## config.mk

```make
export PLATFORM = sky130hd
export DESIGN_NAME = four_channel_sound_generator
export DESIGN_NICKNAME = d
export VERILOG_FILES = /design/src/hdl/fcsg_pkg.sv /design/src/hdl/four_channel_sound_generator.sv /design/src/hdl/fcsg_mixer.sv /design/src/hdl/fcsg_core.sv
export SDC_FILE = /design/constraint.sdc
export NUM_CORES = 2
export LEC_CHECK = 0
export BUFFER_PORTS_ARGS = -buffer_cell sky130_fd_sc_hd__clkbuf_2
export CAP_MARGIN = 10
export CORE_UTILIZATION = 50
export CTS_BUF_LIST = sky130_fd_sc_hd__clkbuf_4 sky130_fd_sc_hd__clkbuf_8
export DETAILED_ROUTE_END_ITERATION = 6
export MAX_ROUTING_LAYER = met4
export PLACE_DENSITY = 0.71
export SYNTH_ARGS = -nofsm -noshare
export SYNTH_HDL_FRONTEND = slang
export SYNTH_SLANG_ARGS = --single-unit
```

## constraint.sdc

```tcl
create_clock -name clk -period 21.9 [get_ports clk]
set_input_delay 1.095 -clock clk [delete_from_list [all_inputs] [get_ports clk]]
set_output_delay 1.095 -clock clk [all_outputs]
set_load 0.02 [all_outputs]
```

## src/hdl/fcsg_pkg.sv

```systemverilog
// fcsg_pkg: shared types, constants and helper functions for the sound generator
// used by every module in hdl/
package fcsg_pkg;

	localparam int FRAME_PERIOD = 8192;
	localparam int FRAME_CNT_W = $clog2(FRAME_PERIOD + 1);

	localparam logic [1:0] REQ_TICK  = 2'd0;
	localparam logic [1:0] REQ_READ  = 2'd1;
	localparam logic [1:0] REQ_WRITE = 2'd2;

	localparam logic [15:0] SAMPLE_PERIOD_RST = 16'd95;

	localparam logic [7:0] ADDR_NR10 = 8'h10;
	localparam logic [7:0] ADDR_NR11 = 8'h11;
	localparam logic [7:0] ADDR_NR12 = 8'h12;
	localparam logic [7:0] ADDR_NR13 = 8'h13;
	localparam logic [7:0] ADDR_NR14 = 8'h14;
	localparam logic [7:0] ADDR_NR21 = 8'h16;
	localparam logic [7:0] ADDR_NR22 = 8'h17;
	localparam logic [7:0] ADDR_NR23 = 8'h18;
	localparam logic [7:0] ADDR_NR24 = 8'h19;
	localparam logic [7:0] ADDR_NR30 = 8'h1A;
	localparam logic [7:0] ADDR_NR31 = 8'h1B;
	localparam logic [7:0] ADDR_NR32 = 8'h1C;
	localparam logic [7:0] ADDR_NR33 = 8'h1D;
	localparam logic [7:0] ADDR_NR34 = 8'h1E;
	localparam logic [7:0] ADDR_NR41 = 8'h20;
	localparam logic [7:0] ADDR_NR42 = 8'h21;
	localparam logic [7:0] ADDR_NR43 = 8'h22;
	localparam logic [7:0] ADDR_NR44 = 8'h23;
	localparam logic [7:0] ADDR_NR50 = 8'h24;
	localparam logic [7:0] ADDR_NR51 = 8'h25;
	localparam logic [7:0] ADDR_NR52 = 8'h26;

	// register page after reset: all zero but the control byte (slot 0x16)
	localparam logic [31:0][7:0] REGS_RST = 256'h80 << (8 * 22);

	typedef struct packed {
		logic [1:0] req_type;
		logic [7:0] address;
		logic [7:0] write_data;
	} req_t;

	typedef struct packed {
		logic        result_kind;
		logic [7:0]  read_data;
		logic [14:0] left_sample;
		logic [14:0] right_sample;
	} rsp_t;

	// channel values that the mixer needs from the core state
	typedef struct packed {
		logic [3:0]      active;
		logic [3:0]      dac_on;
		logic [1:0][1:0] duty;
		logic [1:0][2:0] sq_phase;
		logic [2:0][3:0] env_vol;
		logic [4:0]      wave_phase;
		logic [1:0]      wave_level;
		logic [7:0]      wave_byte;
		logic            noise_bit;
		logic [7:0]      pan;
		logic [7:0]      vol;
	} mix_in_t;

	function automatic logic duty_bit(input logic [1:0] d, input logic [2:0] ph);
		logic [7:0] pat;
		case (d)
			2'd0:    pat = 8'b00000001;
			2'd1:    pat = 8'b10000001;
			2'd2:    pat = 8'b10000111;
			default: pat = 8'b01111110;
		endcase
		return pat[ph];
	endfunction

	function automatic logic [15:0] noise_reload(input logic [7:0] c);
		logic [7:0] base;
		case (c[2:0])
			3'd0:    base = 8'd8;
			3'd1:    base = 8'd16;
			3'd2:    base = 8'd32;
			3'd3:    base = 8'd48;
			3'd4:    base = 8'd64;
			3'd5:    base = 8'd80;
			3'd6:    base = 8'd96;
			default: base = 8'd112;
		endcase
		return 16'({8'd0, base} << c[7:4]);
	endfunction

	function automatic logic [15:0] sq_reload(input logic [10:0] f);
		return {3'd0, 13'(12'd2048 - {1'b0, f})} << 2;
	endfunction

	function automatic logic [15:0] wv_reload(input logic [10:0] f);
		return {4'd0, 12'(12'd2048 - {1'b0, f})} << 1;
	endfunction

endpackage

```

## src/hdl/four_channel_sound_generator.sv

```systemverilog
// four_channel_sound_generator: top level with input hold and output queue
// depends on fcsg_pkg, fcsg_core
//
//  port set    | direction | carries
//  in_*        | in        | req_t word: tick, register read or write
//  out_*       | out       | rsp_t word: read byte or stereo sample
//  cfg_*       | in        | sample_period write
//
// every word is processed in the cycle after acceptance, one word per clock while in_stall is low
// a read, or a tick that ends a sample period, yields a result; it is registered in the core
// and then written into the output queue, from which it is offered
// the output queue holds four words; in_stall rises when queued results plus words
// in flight reach four, so nothing is lost however long out_stall lasts
// reset clears all sound state, power on, sample period back to 95
module four_channel_sound_generator (
	input  logic              clk,
	input  logic              arst_n,
	input  logic              in_valid,
	output logic              in_stall,
	input  fcsg_pkg::req_t    in_data,
	output logic              out_valid,
	input  logic              out_stall,
	output fcsg_pkg::rsp_t    out_data,
	input  logic              cfg_we,
	input  logic [15:0]       cfg_wdata
);
	logic [15:0] period_q;
	logic go_s1;
	fcsg_pkg::req_t req_s1;
	logic rv;
	fcsg_pkg::rsp_t rd;
	fcsg_pkg::rsp_t [3:0] fifo_q;
	logic [1:0] wr_q, rd_q;
	logic [2:0] cnt_q;
	logic pop;

	always_ff @(posedge clk or negedge arst_n) begin
		if (!arst_n) period_q <= fcsg_pkg::SAMPLE_PERIOD_RST;
		else if (cfg_we) period_q <= cfg_wdata;
	end

	// queued words plus the two that may still be on their way
	assign in_stall = (cnt_q + {2'd0, rv} + {2'd0, go_s1}) >= 3'd4;

	always_ff @(posedge clk or negedge arst_n) begin
		if (!arst_n) go_s1 <= 1'b0;
		else go_s1 <= in_valid && !in_stall;
	end
	always_ff @(posedge clk) begin
		if (in_valid && !in_stall) req_s1 <= in_data;
	end

	fcsg_core u_core (
		.clk(clk), .arst_n(arst_n), .go(go_s1), .req(req_s1),
		.sample_period(period_q), .rsp_valid(rv), .rsp(rd)
	);

	assign pop = cnt_q != 3'd0 && !out_stall;

	always_ff @(posedge clk or negedge arst_n) begin
		if (!arst_n) begin
			wr_q <= 2'd0;
			rd_q <= 2'd0;
			cnt_q <= 3'd0;
		end else begin
			if (rv) wr_q <= wr_q + 2'd1;
			if (pop) rd_q <= rd_q + 2'd1;
			cnt_q <= cnt_q + {2'd0, rv} - {2'd0, pop};
		end
	end
	always_ff @(posedge clk) begin
		if (rv) fifo_q[wr_q] <= rd;
	end

	assign out_valid = cnt_q != 3'd0;
	assign out_data = fifo_q[rd_q];
endmodule

```

## src/hdl/fcsg_mixer.sv

```systemverilog
// fcsg_mixer: channel outputs, stereo routing and volume scaling
// depends on fcsg_pkg
module fcsg_mixer (
	input  fcsg_pkg::mix_in_t m,
	output logic [14:0]       left,
	output logic [14:0]       right
);
	logic [3:0][3:0] o;
	logic [3:0] ws;
	logic [5:0] ls, rs;
	logic [8:0] lp, rp;

	always_comb begin
		ws = m.wave_phase[0] ? m.wave_byte[3:0] : m.wave_byte[7:4];
		for (int i = 0; i < 2; i++) begin
			o[i] = fcsg_pkg::duty_bit(m.duty[i], m.sq_phase[i]) ? m.env_vol[i] : 4'd0;
		end
		case (m.wave_level)
			2'd0:    o[2] = 4'd0;
			2'd1:    o[2] = ws;
			2'd2:    o[2] = ws >> 1;
			default: o[2] = ws >> 2;
		endcase
		o[3] = m.noise_bit ? 4'd0 : m.env_vol[2];
		for (int i = 0; i < 4; i++) begin
			if (!(m.active[i] && m.dac_on[i])) o[i] = 4'd0;
		end
		ls = 6'd0;
		rs = 6'd0;
		for (int i = 0; i < 4; i++) begin
			if (m.pan[i])     rs = rs + {2'd0, o[i]};
			if (m.pan[i + 4]) ls = ls + {2'd0, o[i]};
		end
		lp = ls * ({1'b0, m.vol[6:4]} + 4'd1);
		rp = rs * ({1'b0, m.vol[2:0]} + 4'd1);
		left  = {lp[8:0], 6'd0};
		right = {rp[8:0], 6'd0};
	end
endmodule

```

## src/hdl/fcsg_core.sv

```systemverilog
// fcsg_core: register page, wave ram, channel state, frame and sample counters
// depends on fcsg_pkg and fcsg_mixer
module fcsg_core (
	input  logic              clk,
	input  logic              arst_n,
	input  logic              go,
	input  fcsg_pkg::req_t    req,
	input  logic [15:0]       sample_period,
	output logic              rsp_valid,
	output fcsg_pkg::rsp_t    rsp
);
	logic [31:0][7:0] regs_q;
	logic [15:0][7:0] wave_q;
	logic        power_q;
	logic [fcsg_pkg::FRAME_CNT_W-1:0] ftc_q;
	logic [2:0]  fstep_q;
	logic [15:0] stc_q;
	logic [3:0]  act_q, dac_q, lon_q;
	logic [3:0][8:0]  len_q;
	logic [3:0][15:0] per_q;
	logic [1:0][1:0]  duty_q;
	logic [1:0][2:0]  sph_q;
	logic [2:0][3:0]  evol_q, etim_q;
	logic [4:0]  wph_q;
	logic [1:0]  wlv_q;
	logic [14:0] nsh_q;
	logic        nnar_q;

	fcsg_pkg::mix_in_t mi;
	logic [14:0] lmix, rmix;

	function automatic logic [7:0] rg(input logic [31:0][7:0] r, input logic [7:0] a);
		logic [7:0] o;
		o = 8'(a - 8'h10);
		return r[o[4:0]];
	endfunction

	// 11-bit frequency from a low byte and the next register's bits 2:0
	function automatic logic [10:0] fq(input logic [31:0][7:0] r, input logic [7:0] lo);
		logic [7:0] h;
		h = rg(r, 8'(lo + 8'h01));
		return {h[2:0], rg(r, lo)};
	endfunction

	logic is_tick, is_read, is_write;
	logic [7:0] a, v;
	logic mapped;
	assign a = req.address;
	assign v = req.write_data;
	assign is_tick  = go && req.req_type == fcsg_pkg::REQ_TICK && power_q;
	assign is_read  = go && req.req_type == fcsg_pkg::REQ_READ;
	assign is_write = go && req.req_type == fcsg_pkg::REQ_WRITE
		&& (power_q || a == fcsg_pkg::ADDR_NR52);
	assign mapped = a >= 8'h10 && a <= 8'h26 && a != 8'h15 && a != 8'h1F;

	// combinational next state
	logic [31:0][7:0] regs_d;
	logic [15:0][7:0] wave_d;
	logic        power_d;
	logic [fcsg_pkg::FRAME_CNT_W-1:0] ftc_d;
	logic [2:0]  fstep_d;
	logic [15:0] stc_d;
	logic [16:0] stc_inc;
	logic        emit;
	logic [3:0]  act_d, dac_d, lon_d;
	logic [3:0][8:0]  len_d;
	logic [3:0][15:0] per_d;
	logic [1:0][1:0]  duty_d;
	logic [1:0][2:0]  sph_d;
	logic [2:0][3:0]  evol_d, etim_d;
	logic [4:0]  wph_d;
	logic [1:0]  wlv_d;
	logic [14:0] nsh_d;
	logic        nnar_d;
	logic [7:0]  rdata;
	logic [7:0]  er;
	logic [2:0]  ep;
	logic        fx;
	logic [15:0] pdec;

	// the sample sees lengths and envelopes after this tick's frame step
	assign mi.active = act_d;
	assign mi.dac_on = dac_q;
	assign mi.duty = duty_q;
	assign mi.sq_phase = sph_q;
	assign mi.env_vol = evol_d;
	assign mi.wave_phase = wph_q;
	assign mi.wave_level = wlv_q;
	assign mi.wave_byte = wave_q[wph_q[4:1]];
	assign mi.noise_bit = nsh_q[0];
	assign mi.pan = rg(regs_q, fcsg_pkg::ADDR_NR51);
	assign mi.vol = rg(regs_q, fcsg_pkg::ADDR_NR50);

	fcsg_mixer u_mix (.m(mi), .left(lmix), .right(rmix));

	always_comb begin
		regs_d = regs_q; wave_d = wave_q; power_d = power_q;
		ftc_d = ftc_q; fstep_d = fstep_q; stc_d = stc_q;
		act_d = act_q; dac_d = dac_q; lon_d = lon_q; len_d = len_q; per_d = per_q;
		duty_d = duty_q; sph_d = sph_q; evol_d = evol_q; etim_d = etim_q;
		wph_d = wph_q; wlv_d = wlv_q; nsh_d = nsh_q; nnar_d = nnar_q;
		emit = 1'b0; stc_inc = 17'd0; er = 8'd0; ep = 3'd0; fx = 1'b0; pdec = 16'd0;

		// read path
		if (a >= 8'h30 && a <= 8'h3F) rdata = wave_q[a[3:0]];
		else if (!mapped) rdata = 8'hFF;
		else if (a == fcsg_pkg::ADDR_NR52)
			rdata = {power_q, 3'b111, act_q};
		else rdata = rg(regs_q, a);

		if (is_write) begin
			if (a >= 8'h30 && a <= 8'h3F) wave_d[a[3:0]] = v;
			else if (mapped) begin
				regs_d[5'(a - 8'h10)] = v;
				unique case (a)
					fcsg_pkg::ADDR_NR11, fcsg_pkg::ADDR_NR21: begin
						len_d[a == fcsg_pkg::ADDR_NR21] = 9'd64 - {3'd0, v[5:0]};
						duty_d[a == fcsg_pkg::ADDR_NR21] = v[7:6];
					end
					fcsg_pkg::ADDR_NR12: begin
						dac_d[0] = v[7:3] != 5'd0;
						if (!dac_d[0]) act_d[0] = 1'b0;
					end
					fcsg_pkg::ADDR_NR22: begin
						dac_d[1] = v[7:3] != 5'd0;
						if (!dac_d[1]) act_d[1] = 1'b0;
					end
					fcsg_pkg::ADDR_NR42: begin
						dac_d[3] = v[7:3] != 5'd0;
						if (!dac_d[3]) act_d[3] = 1'b0;
					end
					fcsg_pkg::ADDR_NR14, fcsg_pkg::ADDR_NR24: begin
						// frequency high bits come from the byte being written
						if (a == fcsg_pkg::ADDR_NR14) begin
							er = rg(regs_q, fcsg_pkg::ADDR_NR12);
							lon_d[0] = v[6];
							if (v[7]) begin
								act_d[0] = dac_q[0];
								if (len_q[0] == 9'd0) len_d[0] = 9'd64;
								per_d[0] = fcsg_pkg::sq_reload({v[2:0],
									rg(regs_q, fcsg_pkg::ADDR_NR13)});
								etim_d[0] = er[2:0] != 3'd0 ? {1'b0, er[2:0]} : 4'd8;
								evol_d[0] = er[7:4];
							end
						end else begin
							er = rg(regs_q, fcsg_pkg::ADDR_NR22);
							lon_d[1] = v[6];
							if (v[7]) begin
								act_d[1] = dac_q[1];
								if (len_q[1] == 9'd0) len_d[1] = 9'd64;
								per_d[1] = fcsg_pkg::sq_reload({v[2:0],
									rg(regs_q, fcsg_pkg::ADDR_NR23)});
								etim_d[1] = er[2:0] != 3'd0 ? {1'b0, er[2:0]} : 4'd8;
								evol_d[1] = er[7:4];
							end
						end
					end
					fcsg_pkg::ADDR_NR30: begin
						dac_d[2] = v[7];
						if (!v[7]) act_d[2] = 1'b0;
					end
					fcsg_pkg::ADDR_NR31: len_d[2] = 9'd256 - {1'b0, v};
					fcsg_pkg::ADDR_NR32: wlv_d = v[6:5];
					fcsg_pkg::ADDR_NR34: begin
						lon_d[2] = v[6];
						if (v[7]) begin
							act_d[2] = dac_q[2];
							if (len_q[2] == 9'd0) len_d[2] = 9'd256;
							per_d[2] = fcsg_pkg::wv_reload({v[2:0],
								rg(regs_q, fcsg_pkg::ADDR_NR33)});
							er = rg(regs_q, fcsg_pkg::ADDR_NR32);
							wlv_d = er[6:5];
							wph_d = 5'd0;
						end
					end
					fcsg_pkg::ADDR_NR41: len_d[3] = 9'd64 - {3'd0, v[5:0]};
					fcsg_pkg::ADDR_NR43: nnar_d = v[3];
					fcsg_pkg::ADDR_NR44: begin
						er = rg(regs_q, fcsg_pkg::ADDR_NR42);
						lon_d[3] = v[6];
						if (v[7]) begin
							act_d[3] = dac_q[3];
							if (len_q[3] == 9'd0) len_d[3] = 9'd64;
							etim_d[2] = er[2:0] != 3'd0 ? {1'b0, er[2:0]} : 4'd8;
							evol_d[2] = er[7:4];
							nsh_d = 15'h7FFF;
							per_d[3] = fcsg_pkg::noise_reload(rg(regs_q, fcsg_pkg::ADDR_NR43));
						end
					end
					fcsg_pkg::ADDR_NR52: begin
						if (v[7]) begin
							power_d = 1'b1;
							regs_d[5'(a - 8'h10)] = 8'h80;
						end else begin
							regs_d = '0; wave_d = '0; power_d = 1'b0;
							act_d = '0; dac_d = '0; lon_d = '0; len_d = '0; per_d = '0;
							duty_d = '0; sph_d = '0; evol_d = '0; etim_d = '0;
							wph_d = '0; wlv_d = '0; nsh_d = '0; nnar_d = 1'b0;
						end
					end
					default: ;
				endcase
			end
		end

		if (is_tick) begin
			if (ftc_q + 1'b1 >= fcsg_pkg::FRAME_CNT_W'(fcsg_pkg::FRAME_PERIOD)) begin
				ftc_d = '0;
				if (!fstep_q[0]) begin
					for (int i = 0; i < 4; i++) begin
						if (lon_q[i] && len_q[i] != 9'd0) begin
							len_d[i] = len_q[i] - 9'd1;
							if (len_q[i] == 9'd1) act_d[i] = 1'b0;
						end
					end
				end else if (fstep_q == 3'd7) begin
					for (int i = 0; i < 3; i++) begin
						er = rg(regs_q, i == 0 ? fcsg_pkg::ADDR_NR12 :
							i == 1 ? fcsg_pkg::ADDR_NR22 : fcsg_pkg::ADDR_NR42);
						ep = er[2:0];
						if (ep != 3'd0 && etim_q[i] != 4'd0) begin
							etim_d[i] = etim_q[i] - 4'd1;
							if (etim_q[i] == 4'd1) begin
								etim_d[i] = {1'b0, ep};
								if (er[3]) begin
									if (evol_q[i] != 4'd15) evol_d[i] = evol_q[i] + 4'd1;
								end else if (evol_q[i] != 4'd0) evol_d[i] = evol_q[i] - 4'd1;
							end
						end
					end
				end
				fstep_d = fstep_q + 3'd1;
			end else begin
				ftc_d = ftc_q + 1'b1;
			end

			stc_inc = {1'b0, stc_q} + 17'd1;
			if (stc_inc >= {1'b0, sample_period}) begin
				emit = 1'b1;
				stc_inc = stc_inc - {1'b0, sample_period};
			end
			stc_d = stc_inc[15:0];

			// a channel silenced by its length this tick does not advance
			for (int c = 0; c < 4; c++) begin
				if (act_d[c]) begin
					pdec = per_q[c] != 16'd0 ? per_q[c] - 16'd1 : 16'd0;
					per_d[c] = pdec;
					if (pdec == 16'd0) begin
						if (c == 0) begin
							per_d[0] = fcsg_pkg::sq_reload(fq(regs_q, fcsg_pkg::ADDR_NR13));
							sph_d[0] = sph_q[0] + 3'd1;
						end else if (c == 1) begin
							per_d[1] = fcsg_pkg::sq_reload(fq(regs_q, fcsg_pkg::ADDR_NR23));
							sph_d[1] = sph_q[1] + 3'd1;
						end else if (c == 2) begin
							per_d[2] = fcsg_pkg::wv_reload(fq(regs_q, fcsg_pkg::ADDR_NR33));
							wph_d = wph_q + 5'd1;
						end else begin
							fx = nsh_q[0] ^ nsh_q[1];
							per_d[3] = fcsg_pkg::noise_reload(rg(regs_q, fcsg_pkg::ADDR_NR43));
							nsh_d = {fx, nsh_q[14:1]};
							if (nnar_q) nsh_d[6] = fx;
						end
					end
				end
			end
		end
	end

	always_ff @(posedge clk or negedge arst_n) begin
		if (!arst_n) begin
			regs_q <= fcsg_pkg::REGS_RST;
			wave_q <= '0; power_q <= 1'b1; ftc_q <= '0; fstep_q <= '0; stc_q <= '0;
			act_q <= '0; dac_q <= '0; lon_q <= '0; len_q <= '0; per_q <= '0;
			duty_q <= '0; sph_q <= '0; evol_q <= '0; etim_q <= '0;
			wph_q <= '0; wlv_q <= '0; nsh_q <= '0; nnar_q <= 1'b0;
			rsp_valid <= 1'b0;
		end else begin
			regs_q <= regs_d; wave_q <= wave_d; power_q <= power_d;
			ftc_q <= ftc_d; fstep_q <= fstep_d; stc_q <= stc_d;
			act_q <= act_d; dac_q <= dac_d; lon_q <= lon_d; len_q <= len_d; per_q <= per_d;
			duty_q <= duty_d; sph_q <= sph_d; evol_q <= evol_d; etim_q <= etim_d;
			wph_q <= wph_d; wlv_q <= wlv_d; nsh_q <= nsh_d; nnar_q <= nnar_d;
			rsp_valid <= is_read || emit;
		end
	end

	always_ff @(posedge clk) begin
		if (is_read) rsp <= '{1'b0, rdata, 15'd0, 15'd0};
		else rsp <= '{1'b1, 8'd0, lmix, rmix};
	end
endmodule

```

Yosys cells after proc, flatten, opt, wreduce, memory -nomap -nowiden
Index checks and enable logic that the tools add are counted.
W data, S select, Z words.
- order comparisons: 20
- bitwise gates (word level): 5
- shift operators: 2
- add/sub/neg operators: 46
- reductions and logical operators: 92
- mux-type cells: 249
- divide/modulo/power cells: 0
- equal/unequal tests: 47
- multipliers: 2
- operators by type and width (operator ; number):
    $mux W128 ; 4
    $mux W256 ; 2
    $mux W64 ; 5
    $mux W16 ; 19
    $bwmux W256 ; 1
    $mux W36 ; 7
    $and A224 B224 Y224 ; 1
    $not A224 Y224 ; 1
    $mux W4 ; 53
    $mux W12 ; 16
    $bwmux W156 ; 1
    $mux W9 ; 15
    $bwmux W128 ; 1
    $mux W8 ; 16
    $mux W15 ; 8
    $mux W39 ; 3
    $eq A8 B5 Y1 const B ; 10
    $bmux W39 S2 ; 1
    $demux W39 S2 ; 1
    $mux W6 ; 12
    $pmux W9 S4 ; 2
    $bmux W8 S4 ; 2
    $logic_not A16 Y1 ; 4
    $pmux W16 S2 ; 2
    96 further kinds ; 276
- output and inout port bits: 41
- bits in writable memories: 0
- word-level logic and storage cells: 577
- memories: 0
- memory bits (read-only): 0
- bits in latches: 0
- input bits: 39
- register bits after elaboration: 825

Longest topological paths before layout
- depth in word-level cells: 26
- mapped depth: 40
- depth with buffers taken out: 38

Modules after synthesis
From an unflattened synthesis, not the netlist that was laid out.
- cell total of the unflattened synthesis: 4324
- area, all modules: 45170.8 sq um
- by module, submodules not included (module ; cells each ; area an instance (sq um) ; instances):
    fcsg_core ; 3613 ; 34720.8 ; 1
    four_channel_sound_generator ; 296 ; 7257.0 ; 1
    fcsg_mixer ; 415 ; 3193.1 ; 1

Least setup slack after synthesis
No wires, ideal clock.
- path kind: register to register
- from: reg req_s1[15] (netlist bit)
- to: reg u_core.rsp[29] (netlist bit)
- data arrival time: 8207 ps
- period minus slack after synthesis: 8278 ps
- path buffers: 2
- setup time: 71 ps
- stages on the path, launching flop included: 38
- path slack: 13622 ps
- path through: edfxtp_1 > nor4b_4 > a21oi_1 > nor2_1 > clkbuf_1 > nand2_1 > clkbuf_1 > nor2_1 > a32oi_1 > mux2i_1 > nor2b_1 > ha_1 > inv_1 > fa_1 > nor2_1 > or2_1 > ha_1 > a21o_1 > [2 not listed] > mux2_2 > ha_1 > o21a_1 > o21ai_0 > xnor2_1 > xnor2_1 > nor2_1 > fa_1 > inv_1 > fa_1 > inv_1 > ha_1 > a21oi_1 > o21bai_1 > a21oi_1 > xnor2_1 > or3_1 > a21oi_1
- RTL lines (element ; RTL line ; text):
    start, declared ; four_channel_sound_generator.sv:29 ; fcsg_pkg::req_t req_s1;
    start signal, assigned ; four_channel_sound_generator.sv:50 ; if (in_valid && !in_stall) req_s1 <= in_data;
    end signal, assigned ; fcsg_core.sv:290 ; if (is_read) rsp <= '{1'b0, rdata, 15'd0, 15'd0};
    end signal, assigned ; fcsg_core.sv:291 ; else rsp <= '{1'b1, 8'd0, lmix, rmix};
    end, declared ; fcsg_core.sv:10 ; output fcsg_pkg::rsp_t rsp

==> flow_summary.yaml <==
status:
  outcome: "finished, violations left"
  violations: "DRC"
clocking:
  cts_made_buffers: 133
  cts_resized: 0
  post_cts_buffers: 0
  cts_tree: "done"
  root_buffer: "clkbuf_8"
  cts_hold_buffers: 0
  clockBufferDepth: 3
  cts_sinks: 765
  path_clk_slew_ns: 0.06
  worstSkewPairLatency_ns: 0.83
  htreeDepth: 4
worst_setup_path:
  critPathTopFamily: "simple AND/OR/NAND/NOR gates"
  crit_fanout: 51
  crit_buf_inv: 5
  crit_type: "flop to flop"
  critPathSlowestCell: "nor4bb_2"
  required_ns: 22.64
  start_kind: "flop"
  r2r-start: "req_s1[8]"
  ff2ff_path_depth: 35
  reg2reg_to: "u_core.rsp[29]"
  arrival_ns: 11.26
  end_kind: "flop"
  critPathMaxStageDelay_ns: 1.07
  r2r_slack_ns: 11.38
pwr:
  seqPwrFrac_pct: 44.2
  power_mw: 3.46
  internal_power_mw: 2.46
  powerDensity_nw_per_um2: 72.7
  p_comb_share_pct: 14.5
  switchingPower_mw: 0.997
  ir_drop_v: 0.0000941
  total_leakage_power_nw: 20.7
  swShare_pct: 28.9
  clock_power_share_pct: 41.3
sta:
  tightest_slew_ns: 1.13
  fin_crit_ns: 10.52
  setup-tns-final_ns: 0
  hold_violations: 0
  timing_max_transition_violations_final: 0
  timing.fmax_mhz: 95.0
  min_period_over_period_pct: 48.1
  rsz0062_at_grt: "no"
  max_slew_margin_pct: 23.9
  whs_ns: 0.305
  final-setup-viol-count: 0
  fin_skew_ns: 0.0411
placed_design:
  dp.cells: 5283
  dp.final_hpwl_mm: 87.8
  port_buffers: 67
  place_congestion: 1.01
drt:
  ant_nets: 0
  routed_via_density: 6.29
  finalWirelength_mm: 126
  first_iter_violations: 4045
  first_pass_iters: 7
  via_count: 34800
  avgRoutedWirePerCell_um: 22.8
  drc: 33
yosys:
  avgSynthCellArea_um2: 10.2
  synth_common_cells: "604 x dfrtp_1, 477 x nor2_1, 398 x nand2_1"
  yosysSeqAreaShare_pct: 45.3
  synth_most_common_cell: "dfrtp_1"
  yosysUniqueCellTypes: 109
  synth_top_area_share_pct: 34.9
  ys_seq_elements: 765
  synthTopCellsByArea: "dfrtp_1 35%, mux4_2 9.7%, edfxtp_1 8.7%"
  synth_edf_count: 126
  netlist_instances: 4266
  synthArstFlopShare_pct: 80.0
  yosys_warnings: 0
  synth_top_cell_by_area: "dfrtp_1"
  synth_area_um2: 43300
  ys.flop_type: "dfrtp_1"
global_route:
  grtUsageTotal_pct: 30.0
  grt_max_degree: 180
  grt_pass1_wl_mm: 197
  antenna_found_initial: 4
  grt_overflow: 0
  grt_pass1_vias: 33200
floorplanning:
  initial_utilization_pct: 50.7
  dieArea_um2: 87800
  rows: 107
  die_width_um: 296
  fp.coreArea_um2: 85500
  die_y_um: 296
  ioPinCount: 80
run:
  drv_cap: 0
finish:
  area_growth_pct: 9.68
  final_nets: 4453
  fin_util_pct: 55.6
  stdcell_count: 5530
  layout-drive-gt1-share_pct: 14.9
worst_hold_path:
  hp-class: "primary input to asynchronous set/reset pin"
-- placed cells by master, fill, tap and decap left out, types with 91 or more instances in the layout --
master,synthesis,layout
nand2_1,398,398
nor2_1,477,477
inv_1,153,153
and2_1,127,127
o21ai_0,295,295
edfxtp_1,126,126
ha_1,117,117
dfrtp_1,604,602
clkbuf_8,0,162
nand3_1,91,91
mux4_2,187,187
a21oi_1,299,299
-- worst register-to-register path: cells and delay by family, from the launching register on --
family | cells | cell delay [ns]
mux | 2 | 0.61
compound gates | 9 | 1.63
xor+xnor | 4 | 0.59
fa+ha+maj | 7 | 2.69
flops | 1 | 0.32
simple gates | 8 | 3.19
buf+inv | 5 | 1.41
-- kinds of logic after synthesis --
family	after synthesis	synth area share (%)
and+or+nand+nor	1524	17.4
AOI/OAI and AO/OA	1003	14.3
DFF	765	45.3
buffers and inverters	418	3.89
muxes	275	11.8
adders and majority gates	140	4.44
xor gates and xnor gates	140	2.83
other	1	0.00865
-- per-stage QoR --
stage / setup WS (ns) / cell area, µm²
finish: 11.38 / 47500
floorplan: 13.62 / 43400
global route: 10.64 / 47500
CTS: 11.48 / 47500
detailed placement: 11.52 / 44600
global placement: 11.75 / 44600
-- registers in the layout (all words and copies together), names as in the netlist, 14 cells and up --
signal         cells
fifo_q           108
period_q          16
req_s1            18
u_core.ftc_q      14
u_core.len_q      36
u_core.mi         22
u_core.nsh_q      15
u_core.per_q      64
u_core.regs_q    240
u_core.rsp        27
u_core.stc_q      16
u_core.wave_q    128
-- metal layers --
metal | share of wire (%) | wire length (µm) | global-route usage (%)
met5 | 0 | 0 | -
met4 | 4.1 | 5160 | 12.3
met3 | 9.1 | 11500 | 6.34
met2 | 45 | 57200 | 44.6
met1 | 41 | 52200 | 40.0
-- layout make-up --
class / instances / area (µm²)
clock inverter: 38 / 375
tap: 1144 / 1430
antenna: 4 / 10.0
multi-input combinational: 3094 / 22100
fill: 7348 / 38000
inverter: 154 / 578
timing repair buffer: 126 / 811
clock buffer: 205 / 2550
sequential: 765 / 19700
-- power groups by stage --
stage               Clock, mW  Sequential (mW)  Combinational, mW
floorplan                   0             1.53              0.336
global placement            0             1.55              0.494
detailed placement          0             1.55              0.499
CTS                      1.45             1.53              0.499
global route             1.51             1.53              0.535
finish                   1.43             1.53              0.502
-- how the worst max path moves through the flow --
stage,end,cells past startpoint,startpoint,slack (ns)
floorplan,u_core.rsp[29],37,req_s1[15],13.62
global placement,u_core.rsp[29],35,req_s1[8],11.75
detailed placement,u_core.rsp[29],35,req_s1[8],11.52
CTS,u_core.rsp[29],35,req_s1[8],11.48
global route,u_core.rsp[29],36,req_s1[8],10.64
finish,u_core.rsp[29],35,req_s1[8],11.38
Note: power is estimated with default switching activity, not from simulation.
